==> config.mk <==
export PLATFORM = sky130hd
export DESIGN_NAME = i2c_master_transfer_retry
export DESIGN_NICKNAME = d
export VERILOG_FILES = /design/src/rtl/i2cm_pkg.sv /design/src/rtl/i2c_master_transfer_retry.sv /design/src/rtl/i2cm_ram.sv /design/src/rtl/i2cm_seq.sv /design/src/rtl/i2cm_outq.sv
export SDC_FILE = /design/constraint.sdc
export NUM_CORES = 1
export LEC_CHECK = 0
export ABC_CLOCK_PERIOD_IN_PS = 4500
export BUFFER_PORTS_ARGS = -buffer_cell sky130_fd_sc_hd__buf_2
export CAP_MARGIN = 10
export CORE_ASPECT_RATIO = 1.2
export CORE_MARGIN = 3
export CORE_UTILIZATION = 57
export DETAILED_ROUTE_END_ITERATION = 8
export HOLD_SLACK_MARGIN = 0.05
export PLACE_DENSITY = 0.74
export SLEW_MARGIN = 15
export SYNTH_ARGS = -nofsm -noshare
export SYNTH_HDL_FRONTEND = slang
export SYNTH_HIERARCHICAL = 1
export SYNTH_SLANG_ARGS = --single-unit
export TNS_END_PERCENT = 1
==> constraint.sdc <==
create_clock -name clk -period 4.5 [get_ports clk]
set_input_delay 0.675 -clock clk [delete_from_list [all_inputs] [get_ports clk]]
set_output_delay 0.675 -clock clk [all_outputs]
set_load 0.05 [all_outputs]
==> src/rtl/i2cm_pkg.sv <==
// Package with the shared types, codes and sizes of the I2C master transfer sequencer.
package i2cm_pkg;

	localparam int BUF_DEPTH = 32;
	localparam int BUF_AW = (BUF_DEPTH > 1) ? $clog2(BUF_DEPTH) : 1;
	localparam int OUTQ_DEPTH = 4;

	localparam logic [7:0] ST_CODE_MASK = 8'hF8;
	localparam logic [7:0] ST_START_DONE = 8'h08;
	localparam logic [7:0] ST_ADDR_W_ACK = 8'h18;
	localparam logic [7:0] ST_DATA_W_ACK = 8'h28;
	localparam logic [7:0] ST_ADDR_R_ACK = 8'h40;
	localparam logic [7:0] ST_DATA_R_ACK = 8'h50;
	localparam logic [7:0] ST_DATA_R_NACK = 8'h58;

	typedef enum logic [1:0] {
		OP_START_WRITE = 2'd0,
		OP_START_READ  = 2'd1,
		OP_LOAD        = 2'd2,
		OP_BUS_EVENT   = 2'd3
	} op_t;

	typedef enum logic [2:0] {
		CMD_NONE    = 3'd0,
		CMD_START   = 3'd1,
		CMD_SEND    = 3'd2,
		CMD_RX_ACK  = 3'd3,
		CMD_RX_NACK = 3'd4,
		CMD_STOP    = 3'd5
	} cmd_t;

	typedef enum logic [1:0] {
		XS_BUSY = 2'd0,
		XS_OK   = 2'd1,
		XS_FAIL = 2'd2
	} xfer_status_t;

	typedef enum logic [2:0] {
		PH_IDLE       = 3'd0,
		PH_WAIT_START = 3'd1,
		PH_WAIT_ADDR  = 3'd2,
		PH_WAIT_DATA  = 3'd3
	} phase_t;

	localparam logic CFG_TARGET_ADDRESS = 1'b0;
	localparam logic CFG_MAX_ATTEMPTS = 1'b1;

	typedef struct packed {
		logic [1:0] operation;
		logic [5:0] length;
		logic [4:0] load_index;
		logic [7:0] write_byte;
		logic [7:0] bus_status;
		logic [7:0] bus_data;
	} item_t;

	typedef struct packed {
		logic [2:0] bus_command;
		logic [7:0] bus_byte;
		logic       read_valid;
		logic [4:0] read_index;
		logic [7:0] rx_byte;
		logic [1:0] transfer_status;
		logic       last_of_run;
	} result_t;

	// Results of one item, waiting in a register for the buffer read.
	typedef struct packed {
		logic [1:0] count;
		logic       use_ram;
		result_t    res0;
		result_t    res1;
	} stage_t;

	// Results handed to the output queue together.
	typedef struct packed {
		logic [1:0] count;
		result_t    res0;
		result_t    res1;
	} push_t;

endpackage

==> src/rtl/i2c_master_transfer_retry.sv <==
// Top level of the I2C master transfer sequencer with retry.
//
// The item channel (item_valid, item_stall, item) carries one word per command:
// start write, start read, load of a write buffer byte, or a bus event from the
// byte-level engine with its status code and received byte. The result channel
// (result_valid, result_stall, result) returns the bus commands to issue, with
// any received byte and the transfer status. An item causes zero, one or two
// result words; the last word of an item has last_of_run set.
//
// An accepted item is decoded as it is accepted: the phase, position and retry
// registers update and the write buffer RAM is read. The item's words wait in
// a stage register for the registered buffer byte, which is then merged, and
// are pushed into a four-word output queue; result_valid is set while the queue
// holds a word. Items can be accepted back to back, one per clock, while
// the queued and in-flight words leave room for two more.
// Reset clears the phase, retry count and queue and restores address 0 and five
// attempts; the write buffer is not cleared. A stalled receiver holds the head
// word, and item_stall rises once the queue cannot take two more words.
// Configuration is written through cfg_we, cfg_index and cfg_data while idle.
module i2c_master_transfer_retry (
	input  logic               clk,
	input  logic               arst_n,
	input  logic               item_valid,
	output logic               item_stall,
	input  i2cm_pkg::item_t    item,
	output logic               result_valid,
	input  logic               result_stall,
	output i2cm_pkg::result_t  result,
	input  logic               cfg_we,
	input  logic               cfg_index,
	input  logic [6:0]         cfg_data
);
	import i2cm_pkg::*;

	logic              accept;
	logic              ram_we;
	logic [BUF_AW-1:0] ram_waddr, ram_raddr;
	logic [7:0]        ram_wdata, ram_rdata;
	stage_t            stage_s1;
	push_t             push;
	logic [2:0]        q_count;
	logic [3:0]        occupancy;

	// Words already queued plus those of the item still waiting on the buffer read.
	assign occupancy = {1'b0, q_count} + {2'b00, stage_s1.count};
	assign item_stall = occupancy > 4'(OUTQ_DEPTH - 2);
	assign accept = item_valid && !item_stall;
	assign result_valid = q_count != 3'd0;

	i2cm_seq u_seq (
		.clk       (clk),
		.arst_n    (arst_n),
		.accept    (accept),
		.item      (item),
		.cfg_we    (cfg_we),
		.cfg_index (cfg_index),
		.cfg_data  (cfg_data),
		.ram_we    (ram_we),
		.ram_waddr (ram_waddr),
		.ram_wdata (ram_wdata),
		.ram_raddr (ram_raddr),
		.stage_s1  (stage_s1)
	);

	i2cm_ram #(
		.WIDTH (8),
		.DEPTH (BUF_DEPTH)
	) u_txbuf (
		.clk   (clk),
		.we    (ram_we && accept),
		.waddr (ram_waddr),
		.wdata (ram_wdata),
		.raddr (ram_raddr),
		.rdata (ram_rdata)
	);

	// The data byte to send comes straight from the buffer read.
	always_comb begin
		push.count = stage_s1.count;
		push.res0 = stage_s1.res0;
		push.res1 = stage_s1.res1;
		if (stage_s1.use_ram) begin
			push.res0.bus_byte = ram_rdata;
		end
	end

	i2cm_outq u_outq (
		.clk    (clk),
		.arst_n (arst_n),
		.push   (push),
		.pop    (result_valid && !result_stall),
		.count  (q_count),
		.head   (result)
	);

endmodule

==> src/rtl/i2cm_ram.sv <==
// Generic single-port-write, registered-read RAM.
module i2cm_ram #(
	parameter int WIDTH = 8,
	parameter int DEPTH = 32,
	localparam int AW = (DEPTH > 1) ? $clog2(DEPTH) : 1
) (
	input  logic             clk,
	input  logic             we,
	input  logic [AW-1:0]    waddr,
	input  logic [WIDTH-1:0] wdata,
	input  logic [AW-1:0]    raddr,
	output logic [WIDTH-1:0] rdata
);

	logic [WIDTH-1:0] mem [DEPTH];

	always_ff @(posedge clk) begin
		if (we) begin
			mem[waddr] <= wdata;
		end
		rdata <= mem[raddr];
	end

endmodule

==> src/rtl/i2cm_seq.sv <==
// Transfer sequencer: phase state machine, retry counting and result forming.
module i2cm_seq (
	input  logic                         clk,
	input  logic                         arst_n,
	input  logic                         accept,
	input  i2cm_pkg::item_t              item,
	input  logic                         cfg_we,
	input  logic                         cfg_index,
	input  logic [6:0]                   cfg_data,
	output logic                         ram_we,
	output logic [i2cm_pkg::BUF_AW-1:0]  ram_waddr,
	output logic [7:0]                   ram_wdata,
	output logic [i2cm_pkg::BUF_AW-1:0]  ram_raddr,
	output i2cm_pkg::stage_t             stage_s1
);
	import i2cm_pkg::*;

	phase_t     phase_q, phase_d;
	logic       is_read_q, is_read_d;
	logic [4:0] pos_q, pos_d;
	logic [5:0] len_q, len_d;
	logic [3:0] att_q, att_d;
	logic [6:0] target_q;
	logic [3:0] max_att_q;
	stage_t     stage_d;

	logic [7:0] status;
	logic [5:0] pos_p1, pos_p2, len_clamped;
	logic [3:0] att_inc;
	logic       fail;

	always_ff @(posedge clk or negedge arst_n) begin
		if (!arst_n) begin
			phase_q <= PH_IDLE;
			is_read_q <= 1'b0;
			pos_q <= '0;
			len_q <= '0;
			att_q <= '0;
			target_q <= '0;
			max_att_q <= 4'd5;
			stage_s1 <= '0;
		end else begin
			if (accept) begin
				phase_q <= phase_d;
				is_read_q <= is_read_d;
				pos_q <= pos_d;
				len_q <= len_d;
				att_q <= att_d;
			end
			if (cfg_we) begin
				case (cfg_index)
					CFG_TARGET_ADDRESS: target_q <= cfg_data;
					CFG_MAX_ATTEMPTS:   max_att_q <= cfg_data[3:0];
					default:            ;
				endcase
			end
			stage_s1.count <= accept ? stage_d.count : 2'd0;
			stage_s1.use_ram <= stage_d.use_ram;
			stage_s1.res0 <= stage_d.res0;
			stage_s1.res1 <= stage_d.res1;
		end
	end

	always_comb begin
		status = item.bus_status & ST_CODE_MASK;
		pos_p1 = {1'b0, pos_q} + 6'd1;
		pos_p2 = {1'b0, pos_q} + 6'd2;
		att_inc = att_q + 4'd1;
		if (item.length == 6'd0) begin
			len_clamped = 6'd1;
		end else if ({3'b000, item.length} > 9'(BUF_DEPTH)) begin
			len_clamped = 6'(BUF_DEPTH);
		end else begin
			len_clamped = item.length;
		end

		phase_d = phase_q;
		is_read_d = is_read_q;
		pos_d = pos_q;
		len_d = len_q;
		att_d = att_q;
		stage_d = '0;
		ram_we = 1'b0;
		ram_waddr = BUF_AW'(item.load_index);
		ram_wdata = item.write_byte;
		ram_raddr = BUF_AW'(pos_q);
		fail = 1'b0;

		case (op_t'(item.operation))
			OP_START_WRITE, OP_START_READ: begin
				len_d = len_clamped;
				is_read_d = item.operation[0];
				pos_d = '0;
				att_d = '0;
				phase_d = PH_WAIT_START;
				stage_d.count = 2'd1;
				stage_d.res0.bus_command = CMD_START;
				stage_d.res0.last_of_run = 1'b1;
			end
			OP_LOAD: begin
				ram_we = ({3'b000, item.load_index} < 8'(BUF_DEPTH));
			end
			default: begin
				case (phase_q)
					PH_WAIT_START: begin
						if (status != ST_START_DONE) begin
							fail = 1'b1;
						end else begin
							phase_d = PH_WAIT_ADDR;
							stage_d.count = 2'd1;
							stage_d.res0.bus_command = CMD_SEND;
							stage_d.res0.bus_byte = {target_q, is_read_q};
							stage_d.res0.last_of_run = 1'b1;
						end
					end
					PH_WAIT_ADDR: begin
						if (status != (is_read_q ? ST_ADDR_R_ACK : ST_ADDR_W_ACK)) begin
							fail = 1'b1;
						end else begin
							phase_d = PH_WAIT_DATA;
							stage_d.count = 2'd1;
							stage_d.res0.last_of_run = 1'b1;
							if (is_read_q) begin
								stage_d.res0.bus_command =
									(pos_p1 >= len_q) ? CMD_RX_NACK : CMD_RX_ACK;
							end else begin
								stage_d.res0.bus_command = CMD_SEND;
								stage_d.use_ram = 1'b1;
								ram_raddr = BUF_AW'(pos_q);
							end
						end
					end
					PH_WAIT_DATA: begin
						if (is_read_q) begin
							if (status != ((pos_p1 >= len_q) ? ST_DATA_R_NACK
									: ST_DATA_R_ACK)) begin
								fail = 1'b1;
							end else begin
								stage_d.count = 2'd1;
								stage_d.res0.read_valid = 1'b1;
								stage_d.res0.read_index = pos_q;
								stage_d.res0.rx_byte = item.bus_data;
								stage_d.res0.last_of_run = 1'b1;
								if (pos_p1 >= len_q) begin
									phase_d = PH_IDLE;
									stage_d.res0.bus_command = CMD_STOP;
									stage_d.res0.transfer_status = XS_OK;
								end else begin
									pos_d = pos_p1[4:0];
									stage_d.res0.bus_command =
										(pos_p2 >= len_q) ? CMD_RX_NACK : CMD_RX_ACK;
								end
							end
						end else begin
							if (status != ST_DATA_W_ACK) begin
								fail = 1'b1;
							end else begin
								pos_d = pos_p1[4:0];
								stage_d.count = 2'd1;
								stage_d.res0.last_of_run = 1'b1;
								if (pos_p1 >= len_q) begin
									phase_d = PH_IDLE;
									stage_d.res0.bus_command = CMD_STOP;
									stage_d.res0.transfer_status = XS_OK;
								end else begin
									stage_d.res0.bus_command = CMD_SEND;
									stage_d.use_ram = 1'b1;
									ram_raddr = BUF_AW'(pos_p1);
								end
							end
						end
					end
					default: ;
				endcase
			end
		endcase

		if (fail) begin
			pos_d = '0;
			att_d = att_inc;
			stage_d.res0.bus_command = CMD_STOP;
			if (att_inc >= max_att_q) begin
				phase_d = PH_IDLE;
				stage_d.count = 2'd1;
				stage_d.res0.transfer_status = XS_FAIL;
				stage_d.res0.last_of_run = 1'b1;
			end else begin
				phase_d = PH_WAIT_START;
				stage_d.count = 2'd2;
				stage_d.res1.bus_command = CMD_START;
				stage_d.res1.last_of_run = 1'b1;
			end
		end
	end

endmodule

==> src/rtl/i2cm_outq.sv <==
// Output queue: up to two result words pushed and one popped per cycle.
module i2cm_outq (
	input  logic               clk,
	input  logic               arst_n,
	input  i2cm_pkg::push_t    push,
	input  logic               pop,
	output logic [2:0]         count,
	output i2cm_pkg::result_t  head
);
	import i2cm_pkg::*;

	localparam int PW = $clog2(OUTQ_DEPTH);

	result_t       entry_q [OUTQ_DEPTH];
	logic [PW-1:0] wr_ptr_q, rd_ptr_q, wr_ptr_p1;
	logic [2:0]    count_q;

	assign wr_ptr_p1 = wr_ptr_q + PW'(1);
	assign count = count_q;
	assign head = entry_q[rd_ptr_q];

	always_ff @(posedge clk or negedge arst_n) begin
		if (!arst_n) begin
			wr_ptr_q <= '0;
			rd_ptr_q <= '0;
			count_q <= '0;
		end else begin
			wr_ptr_q <= wr_ptr_q + PW'(push.count);
			if (pop) begin
				rd_ptr_q <= rd_ptr_q + PW'(1);
			end
			count_q <= count_q + {1'b0, push.count} - {2'b00, pop};
		end
	end

	always_ff @(posedge clk) begin
		if (push.count != 2'd0) begin
			entry_q[wr_ptr_q] <= push.res0;
		end
		if (push.count == 2'd2) begin
			entry_q[wr_ptr_p1] <= push.res1;
		end
	end

endmodule

## Yosys cells after proc, flatten, opt, wreduce, memory -nomap -nowiden

Memory sizes are Yosys's and may differ from the RTL's. A register that Yosys moved wholly into a read port is not among the register bits.
Cells that the tools add are included.

| operators by class | value |
|---|---|
| add/subtract/negate cells | 9 |
| $mul | 0 |
| divide/modulo/power cells | 0 |
| order comparisons | 5 |
| equality and inequality tests | 17 |
| shift-type cells | 0 |
| muxes and demuxes | 84 |
| bitwise logic cells | 1 |
| reductions and logical operators | 20 |

Operators with widths:

| operator | count |
|---|---|
| two-way mux 5 bit | 12 |
| two-way mux 3 bit | 17 |
| two-way mux 1 bit | 25 |
| two-way mux 24 bit | 1 |
| two-way mux 6 bit | 3 |
| case mux 3 bit (3 select lines) | 2 |
| two-way mux 17 bit | 1 |
| two-way mux 16 bit | 1 |
| two-way mux 8 bit | 2 |
| != test 8 bit | 2 |
| two-way mux 14 bit | 1 |
| greater-or-equal comparator 6 bit | 2 |
| two-way mux 4 bit | 3 |
| case mux 3 bit (2 select lines) | 2 |
| two-way mux 10 bit | 1 |
| two-way mux 2 bit | 5 |
| != test 5 x 3 -> 1 bit (second input constant) | 2 |
| case mux 5 bit (2 select lines) | 1 |
| != test 4 x 3 -> 1 bit (second input constant) | 2 |
| AND reduction 2 bit | 4 |
| two-way mux 7 bit | 1 |
| AND reduction 7 bit | 1 |
| adder 5 x 1 -> 6 bit (second input constant) | 1 |
| adder 5 x 2 -> 6 bit (second input constant) | 1 |
| 33 further kinds | 43 |

| storage, ports and cells | value |
|---|---|
| register bits | 72 |
| latch bits | 0 |
| bits in writable memories | 368 |
| memory bits (read-only) | 0 |
| input bits | 50 |
| output and inout port bits | 30 |
| memories kept | 2 |

Memory list:

| memory | depth | bits a word | read ports | clocked after memory_dff | wr ports | line | text |
|---|---|---|---|---|---|---|---|
| u_txbuf.mem | 32 | 8 | 1 | 1 | 1 | i2cm_ram.sv:15 | `logic [WIDTH-1:0] mem [DEPTH];` |
| u_outq.entry_q | 4 | 28 | 1 | 0 | 2 | i2cm_outq.sv:14 | `result_t entry_q [OUTQ_DEPTH];` |

## Logic depth before layout (Yosys ltp)

Gate-level depths: netlist (run 1).

| logic depth | value |
|---|---|
| word-level depth | 10 |
| depth in mapped cells | 16 |
| mapped depth without buffers | 13 |

## Cells and area by module

The synthesis (run 1) kept the hierarchy.

Modules (own cells, without submodules):

| module | times used | cells each | area each (um^2) |
|---|---|---|---|
| i2cm_ram | 1 | 417 | 10053.4 |
| i2cm_outq | 1 | 308 | 5935.7 |
| i2cm_seq | 1 | 345 | 3488.3 |
| i2c_master_transfer_retry | 1 | 25 | 221.5 |

## Worst setup path before layout (run 1)

OpenSTA, ideal clock, no wires.

| timing | value |
|---|---|
| kind | reg-to-reg |
| start | reg u_seq.pos_q[1] |
| end | reg u_txbuf.rdata[0] (read register of u_txbuf.mem) |
| setup time | 0.121 ns |
| arrival time | 3.998 ns |
| setup slack | 0.381 ns |
| stages on the path, launching flop included | 17 |
| buffers on the path | 3 |
| period minus slack after synthesis | 4.119 ns |
| cell sequence | dfrtp_1 -> ha_1 -> and3_1 -> and2_1 -> ha_1 -> and4_2 -> o21ai_0 -> and3_1 -> and3_1 -> clkbuf_1 -> nand2_1 -> xnor2_1 -> clkbuf_1 -> clkbuf_1 -> mux4_2 -> mux4_2 -> mux2_2 |

| between the ends | value |
|---|---|
| cells in the longest elaborated chain, start to end | 7 |

Ends and longest elaborated chain:

| what | line | text |
|---|---|---|
| from (decl) | i2cm_seq.sv:20 | `logic [4:0] pos_q, pos_d;` |
| from (signal assigned) | i2cm_seq.sv:46 | `pos_q <= pos_d;` |
| adder 5 x 1 -> 6 bit (*) | i2cm_seq.sv:66 | `pos_p1 = {1'b0, pos_q} + 6'd1;` |
| greater-or-equal comparator 6 bit | i2cm_seq.sv:161 | `if (pos_p1 >= len_q) begin` |
| two-way mux 5 bit (*) | i2cm_seq.sv:161 |  |
| two-way mux 5 bit (*) | i2cm_seq.sv:155 | `if (status != ST_DATA_W_ACK) begin` |
| two-way mux 5 bit (*) | i2cm_seq.sv:134 | `if (is_read_q) begin` |
| two-way mux 5 bit (*) | -- |  |
| two-way mux 5 bit (*) | i2cm_seq.sv:89 | `case (op_t'(item.operation))` |
| named net ram_raddr[2] | i2c_master_transfer_retry.sv:37 | `logic [BUF_AW-1:0] ram_waddr, ram_raddr;` |
| to (decl) | i2cm_ram.sv:12 | `output logic [WIDTH-1:0] rdata` |

Mark *: on every way through the listed nets, which the timed path passes. The rest lies on a longest branch.
A chain may end at the register's enable or synchronous reset.

## Final worst setup path (run 1)

| timing | value |
|---|---|
| start | reg u_seq.pos_q[1] |
| end | reg u_txbuf.rdata[7] (read register of u_txbuf.mem) |

| between the ends | value |
|---|---|
| cells in the longest elaborated chain, start to end | 7 |

Ends and longest elaborated chain:

| what | line |
|---|---|
| adder 5 x 1 -> 6 bit | i2cm_seq.sv:66 |
| greater-or-equal comparator 6 bit | i2cm_seq.sv:161 |
| two-way mux 5 bit | i2cm_seq.sv:161 |
| two-way mux 5 bit | i2cm_seq.sv:155 |
| two-way mux 5 bit | i2cm_seq.sv:134 |
| two-way mux 5 bit | -- |
| two-way mux 5 bit | i2cm_seq.sv:89 |
| named net ram_raddr[0] | i2c_master_transfer_retry.sv:37 |

The timed path passes the listed nets, and every way through them passes these cells.

==> metrics.cfg, run 1 <==
[run_status]
outcome=completed

[final_layout]
mostFrequentLayoutCells=edfxtp_1, mux4_2, buf_2
nNetsFinal=1274
drive_gt1_frac=0.351
syn_to_final_growth_pct=11.5
final_area_um2=22000
layout_commonest_cell=edfxtp_1
antenna_cells=0

[place]
dpl_cell_area_um2=20600
gp_congestion=0.829
io_buffer_count=76
place_hpwl_um=24100

[clock_tree]
clk_pin_slew_ns=0.06
clockRootBuffer=clkbuf_16
clock_latency_ns=0.55
cts_buffers=44
cts_tree=built
cts_buffer_depth=3
clock_tree.htree_level_count=2
post-cts-setup-buffers=0
cts_sinks=444
ctsHoldBuffers=0

[power]
pwr_density_cell_nw_per_um2=558
leakage_nw=7.98
ir_drop_v=0.000368

[setup_path]
end_kind=flop
critPathMaxStageDelay_ns=0.55
worstPathRequired_ns=4.93
cp.arrival_ns=4.75
cpLargestDelayFamily=multiplexers
cp_cell_sequence=ha_1, and3_1, and2_1, ha_1, and4_2, o21ai_0, and3_1, and3_2, xnor2_4, buf_12, buf_12, mux4_2, mux4_2, mux2_2
timing.critical_path.buf_inv=2
crit_type=flop to flop
cp-start-kind=flop
cp_slowest_cell=mux4_2
cp_max_fo=16

[yosys]
ys_warn_count=6
synth_edf_count=368
syn_inst=1095
syn_area_um2=19700
synthDistinctLibCells=75
synth_flop_cell=edfxtp_1
async_flop_share=0.153
synth-seq-area-share=0.656
syn_avg_cell_area_um2=18.0
synth-seq-cells=444

[die]
coreArea_um2=33600
rows=73
die_w_um=176
dieArea_um2=36800
die_h_um=210
io_pins=80
initial_core_util=0.586

[timing]
rsz0062_at_grt=no
clock_skew_ns=0.0217
tns_ns=0
hold_viol=0
tightest_slew_ns=1.07
min_period_over_period=0.961
setup_viol=0
relSlewSlack=0.284
max_freq_ghz=0.231
fin_crit_ns=4.33
slew_violations=0

[drt]
post-route-drc-count=0
antenna_left=0
dr.pass1.iters=5
wire_per_inst_um=22.6
first_iter_violations=644
wirelength_um=38000
vias=9832
vias_per_cell=5.85

[grt]
antenna_found_initial=0
track_usage=0.212
grt_pass1_wl_um=59600
overflow=0
grt_max_degree=69
grt_pass1_vias=10100

[run]
maxCapViolCount=0

[worst_hold_path]
hold_class=input port to async pin

per-layer routing:
layer  vias to the layer above  part of all wire  routed length, um  track usage
li1                       4436                 -                  -            -
met1                      5068              0.39              15000        0.274
met2                       267              0.53              20200        0.374
met3                        61             0.047               1790       0.0291
met4                         0             0.027               1020       0.0664
met5                         -                 0                  0            0
final timing paths:
check	startpoint	end	slack (ns)	depth (start not counted)
worst max-delay path	u_seq/pos_q[1]	u_txbuf/rdata[7]	0.17	14
worst min-delay path	arst_n	u_outq/count[2]	0.26	1
worst max register to register	u_seq/pos_q[1]	u_txbuf/rdata[7]	0.17	14
worst min register to register	u_seq/target_q[6]	u_seq/stage_s1[52]	0.47	1
max in group asynchronous	arst_n	u_outq/rd_ptr_q[1]	3.62	1
min in group clk	item[1]	u_seq/stage_s1[32]	0.35	2
synth_stat cells (all sizes together), types with 7 or more instances:
| library cell | number | area [um2] |
|---|---|---|
| xor2 | 7 | 61.3 |
| nor2 | 65 | 246 |
| dfrtp | 66 | 1650 |
| clkbuf | 16 | 62.6 |
| nand3 | 13 | 65.1 |
| xnor2 | 14 | 123 |
| dfxtp | 8 | 160 |
| nand2b | 9 | 58.8 |
| mux4 | 108 | 2430 |
| and2 | 20 | 125 |
| a21o | 7 | 52.6 |
| inv | 25 | 93.8 |
| mux2 | 142 | 1710 |
| nor3 | 8 | 45.0 |
| a21oi | 10 | 76.3 |
| ha | 25 | 313 |
| nand2 | 24 | 95.1 |
| nand3b | 8 | 60.1 |
| edfxtp | 368 | 11100 |
| o21ai | 13 | 76.3 |
| buf | 75 | 551 |
registers in the layout, summed over array words and instances (netlist names):
signal,flops
u_outq/count,3
u_outq/entry_q,112
u_outq/rd_ptr_q,2
u_outq/wr_ptr_q,2
u_seq/att_q,4
u_seq/is_read_q,1
u_seq/len_q,6
u_seq/max_att_q,4
u_seq/phase_q,2
u_seq/pos_q,5
u_seq/stage_s1,32
u_seq/target_q,7
u_txbuf/mem,256
u_txbuf/rdata,8
power by group:
group | leakage [nW] | switching (W) | internal (W) | total (W)
Clock | 0.662 | 0.00145 | 0.00196 | 0.00341
Sequential | 4.29 | 0.000347 | 0.00482 | 0.00517
Combinational | 3.03 | 0.00206 | 0.00163 | 0.00369
Total | 7.98 | 0.00386 | 0.00841 | 0.0123
logic make-up (layout without fill, tap and decap cells):
family                   after synthesis  count (layout)  share of synthesized area
AND/OR/NAND/NOR                      180             180                     0.0492
AO/OA/AOI/OAI                         54              54                     0.0206
multiplexers                         252             252                      0.211
flip-flops                           444             444                      0.656
buffers and inverters                116             227                     0.0359
other                                  1              26                   0.000190
adder cells (fa/ha/maj)               27              27                     0.0179
XOR/XNOR                              21              21                    0.00934
repair_timing:
action / in CTS / in global routing
resized for setup: 0 / 2
setup endpoints to repair: 0 / 5
endpoints found under the hold margin: 0 / 0
area by class of cell:
| type | instances | area, um2 |
|---|---|---|
| flip-flops and latches | 444 | 12900 |
| fillers | 2366 | 11600 |
| multi-input cells | 560 | 6230 |
| clock buffers | 63 | 1230 |
| repair buffers | 122 | 816 |
| well taps | 450 | 563 |
| clock inverters | 17 | 114 |
| inverters | 25 | 93.8 |
through the flow:
stage,worst slack (ns),hold slack (ns),util,std cells,total power (W)
floorplan,0.381,0.379,-,1120,0.00798
global placement,0.187,0.457,0.613,1601,0.00889
detailed placement,0.148,0.465,0.613,1601,0.00896
CTS,0.101,0.287,0.653,1681,0.0124
global route,0.00885,0.328,0.654,1681,0.0128
finish,0.174,0.265,0.654,1681,0.0123
worst register-to-register path, delay by kind of cell (launching register included):
family          cells  cell delay [ns]
compound gates      1             0.12
xor+xnor            1             0.16
fa+ha+maj           2             0.60
buf+inv             2             0.37
flops               1             0.43
mux                 3             1.38
simple gates        5             1.17
No activity file was read; power rests on OpenSTA's default activity.
==> inputs of run 2 (changes only) <==
Settings changed: CTS_BUF_LIST set to sky130_fd_sc_hd__clkbuf_8.
==> run 2 against run 1 <==
- clock skew is 0.0098 ns higher
- highest routed layer unchanged
- critical path depth did not move
- flip-flop and latch count did not move
- utilization is essentially flat
- largest power group unchanged
- sequential share of layout area is essentially flat
- hold slack got worse by 0.065 ns
==> metrics.cfg, run 2 (synthesis results as in run 1) <==
[setup_path]
r2r_end=u_txbuf/rdata[7]
cp.arrival_ns=4.79  ; +0.04 ns
end_kind=flop
cp_max_fo=16  ; unchanged
critPathMaxStageDelay_ns=0.55  ; about the same
timing.rr.start=u_seq/pos_q[1]
crit_start=u_seq/pos_q[1]
cp_cell_sequence=ha_1, and3_1, and2_1, ha_2, and4_2, o21ai_0, and3_1, and3_2, xnor2_4, buf_12, buf_12, mux4_2, mux4_2, mux2_2
cp_slowest_cell=mux4_2
crit_type=flop to flop
reg2reg_depth=14  ; unchanged
cp-start-kind=flop
worstPathRequired_ns=4.98  ; +0.05 ns
critPathCapture=u_txbuf/rdata[7]
rrSetupSlack_ns=0.19  ; +0.02 ns

[drt]
wire_per_inst_um=22.0  ; -2.5%
vias=9990  ; +1.6%
first_iter_violations=670  ; +4.0%
dr.pass1.iters=5  ; unchanged
antenna_left=0  ; unchanged
wirelength_um=38200  ; +0.47%
vias_per_cell=5.77  ; -1.4%
post-route-drc-count=0  ; unchanged

[clock_tree]
cts_buffer_depth=3  ; unchanged
post-cts-setup-buffers=0  ; unchanged
clock_tree.htree_level_count=3  ; +1
cts_resized=0  ; unchanged
cts_sinks=444  ; unchanged
clockRootBuffer=clkbuf_8
clock_latency_ns=0.60  ; +0.05 ns
ctsHoldBuffers=0  ; unchanged
cts_buffers=73  ; +66%
cts_tree=built
clk_pin_slew_ns=0.06  ; about the same

[final_layout]
antenna_cells=0  ; unchanged
top_regs=u_txbuf/mem: 256 flops, u_outq/entry_q: 112 flops, u_seq/stage_s1: 32 flops
layout_commonest_cell=edfxtp_1
nNetsFinal=1303  ; +2.3%
syn_to_final_growth_pct=11.6  ; about the same
mostFrequentLayoutCells=edfxtp_1, mux4_2, clkbuf_8, buf_2, mux2_2
drive_gt1_frac=0.361  ; +0.0102
multi_input_area_um2=6240  ; about the same
seq_area_um2=12900  ; unchanged
largest_register=u_txbuf/mem
fill_cells=2395  ; +1.2%
largest_register_ffs=256  ; unchanged

[grt]
grt_pass1_vias=10400  ; +3.2%
track_usage=0.214  ; +0.00230
overflow=0  ; unchanged
antenna_found_initial=0  ; unchanged
grt_max_degree=69  ; unchanged
grt_pass1_wl_um=60200  ; +0.95%

[timing]
fin_crit_ns=4.31  ; -0.0190 ns
tightest_slew_ns=1.07  ; -0.00772 ns
min_period_over_period=0.957  ; -0.00423
slew_violations=0  ; unchanged
rsz0062_at_grt=no
max_freq_ghz=0.232  ; +0.44%
relSlewSlack=0.290  ; +0.00514
setup_viol=0  ; unchanged
tns_ns=0  ; unchanged
clock_skew_ns=0.0315  ; +0.00983 ns
hold_viol=0  ; unchanged

[die]
die_w_um=176  ; unchanged
die_h_um=210  ; unchanged
coreArea_um2=33600  ; unchanged
dieArea_um2=36800  ; unchanged
rows=73  ; unchanged
initial_core_util=0.586  ; unchanged
io_pins=80  ; unchanged

[power]
ir_drop_v=0.000306  ; -17%
finalPower_w=0.0121  ; -1.3%
leakage_nw=8.11  ; +1.6%
pwr_density_cell_nw_per_um2=551  ; -1.3%

[place]
place_hpwl_um=24100  ; unchanged
io_buffer_count=76  ; unchanged
gp_congestion=0.829  ; unchanged

[run]
maxCapViolCount=0  ; unchanged

[worst_hold_path]
hold_class=input port to async pin

[run_status]
outcome=completed

[run 2: worst max-delay path, delay by kind of cell, from the launching register on]
| family | cells | cell delay (ns) |
|---|---|---|
| AOI/OAI and AO/OA | 1 | 0.12 |
| xor gates and xnor gates | 1 | 0.19 |
| adders and majority gates | 2 | 0.63 |
| buffers and inverters | 2 | 0.37 |
| DFF | 1 | 0.43 |
| muxes | 3 | 1.36 |
| and+or+nand+nor | 5 | 1.07 |
[run 2: per-layer routing]
| metal | track usage | wire [um] | up-vias |
|---|---|---|---|
| li1 | - | - | 4505 |
| met4 | 0.0757 | 1090 | 0 |
| met3 | 0.0440 | 2320 | 76 |
| met2 | 0.373 | 20100 | 350 |
| met1 | 0.268 | 14600 | 5059 |
| met5 | 0 | 0 | - |
[run 2: power by group]
part / switching [W] / internal [W] / total [W]
clock: 0.00154 / 0.00173 / 0.00327
sequential: 0.000347 / 0.00482 / 0.00517
combinational: 0.00205 / 0.00163 / 0.00368
[run 2: worst min-delay path by stage]
| stage | startpoint | endpoint | slack (ns) | cells past startpoint |
|---|---|---|---|---|
| after floorplan | arst_n | u_outq/count[0] | 0.38 | 0 |
| after global placement | u_seq/target_q[6] | u_seq/stage_s1[52] | 0.46 | 1 |
| after detailed placement | u_seq/target_q[5] | u_seq/stage_s1[51] | 0.46 | 1 |
| after CTS | arst_n | u_outq/rd_ptr_q[0] | 0.20 | 1 |
| after global routing | arst_n | u_outq/count[2] | 0.24 | 1 |
| final | arst_n | u_outq/count[2] | 0.20 | 1 |
[run 2: through the flow]
stage / setup WS [ns] / hold slack [ns] / cell area [um2] / std cells / utilization
2_1_floorplan: 0.381 / 0.379 / 19800 / 1120 / -
3_3_place_gp: 0.187 / 0.457 / 20600 / 1601 / 0.613
3_5_place_dp: 0.148 / 0.465 / 20600 / 1601 / 0.613
4_1_cts: 0.107 / 0.198 / 22000 / 1732 / 0.654
5_1_grt: 0.0121 / 0.242 / 22000 / 1732 / 0.654
6_report: 0.193 / 0.200 / 22000 / 1732 / 0.654
[run 2: layout make-up]
type | instances | area share
well taps | 450 | 0.0256
inverters | 25 | 0.00427
flip-flops and latches | 444 | 0.588
clock inverters | 56 | 0.0147
clock buffers | 75 | 0.0470
multi-input cells | 560 | 0.284
repair buffers | 122 | 0.0371
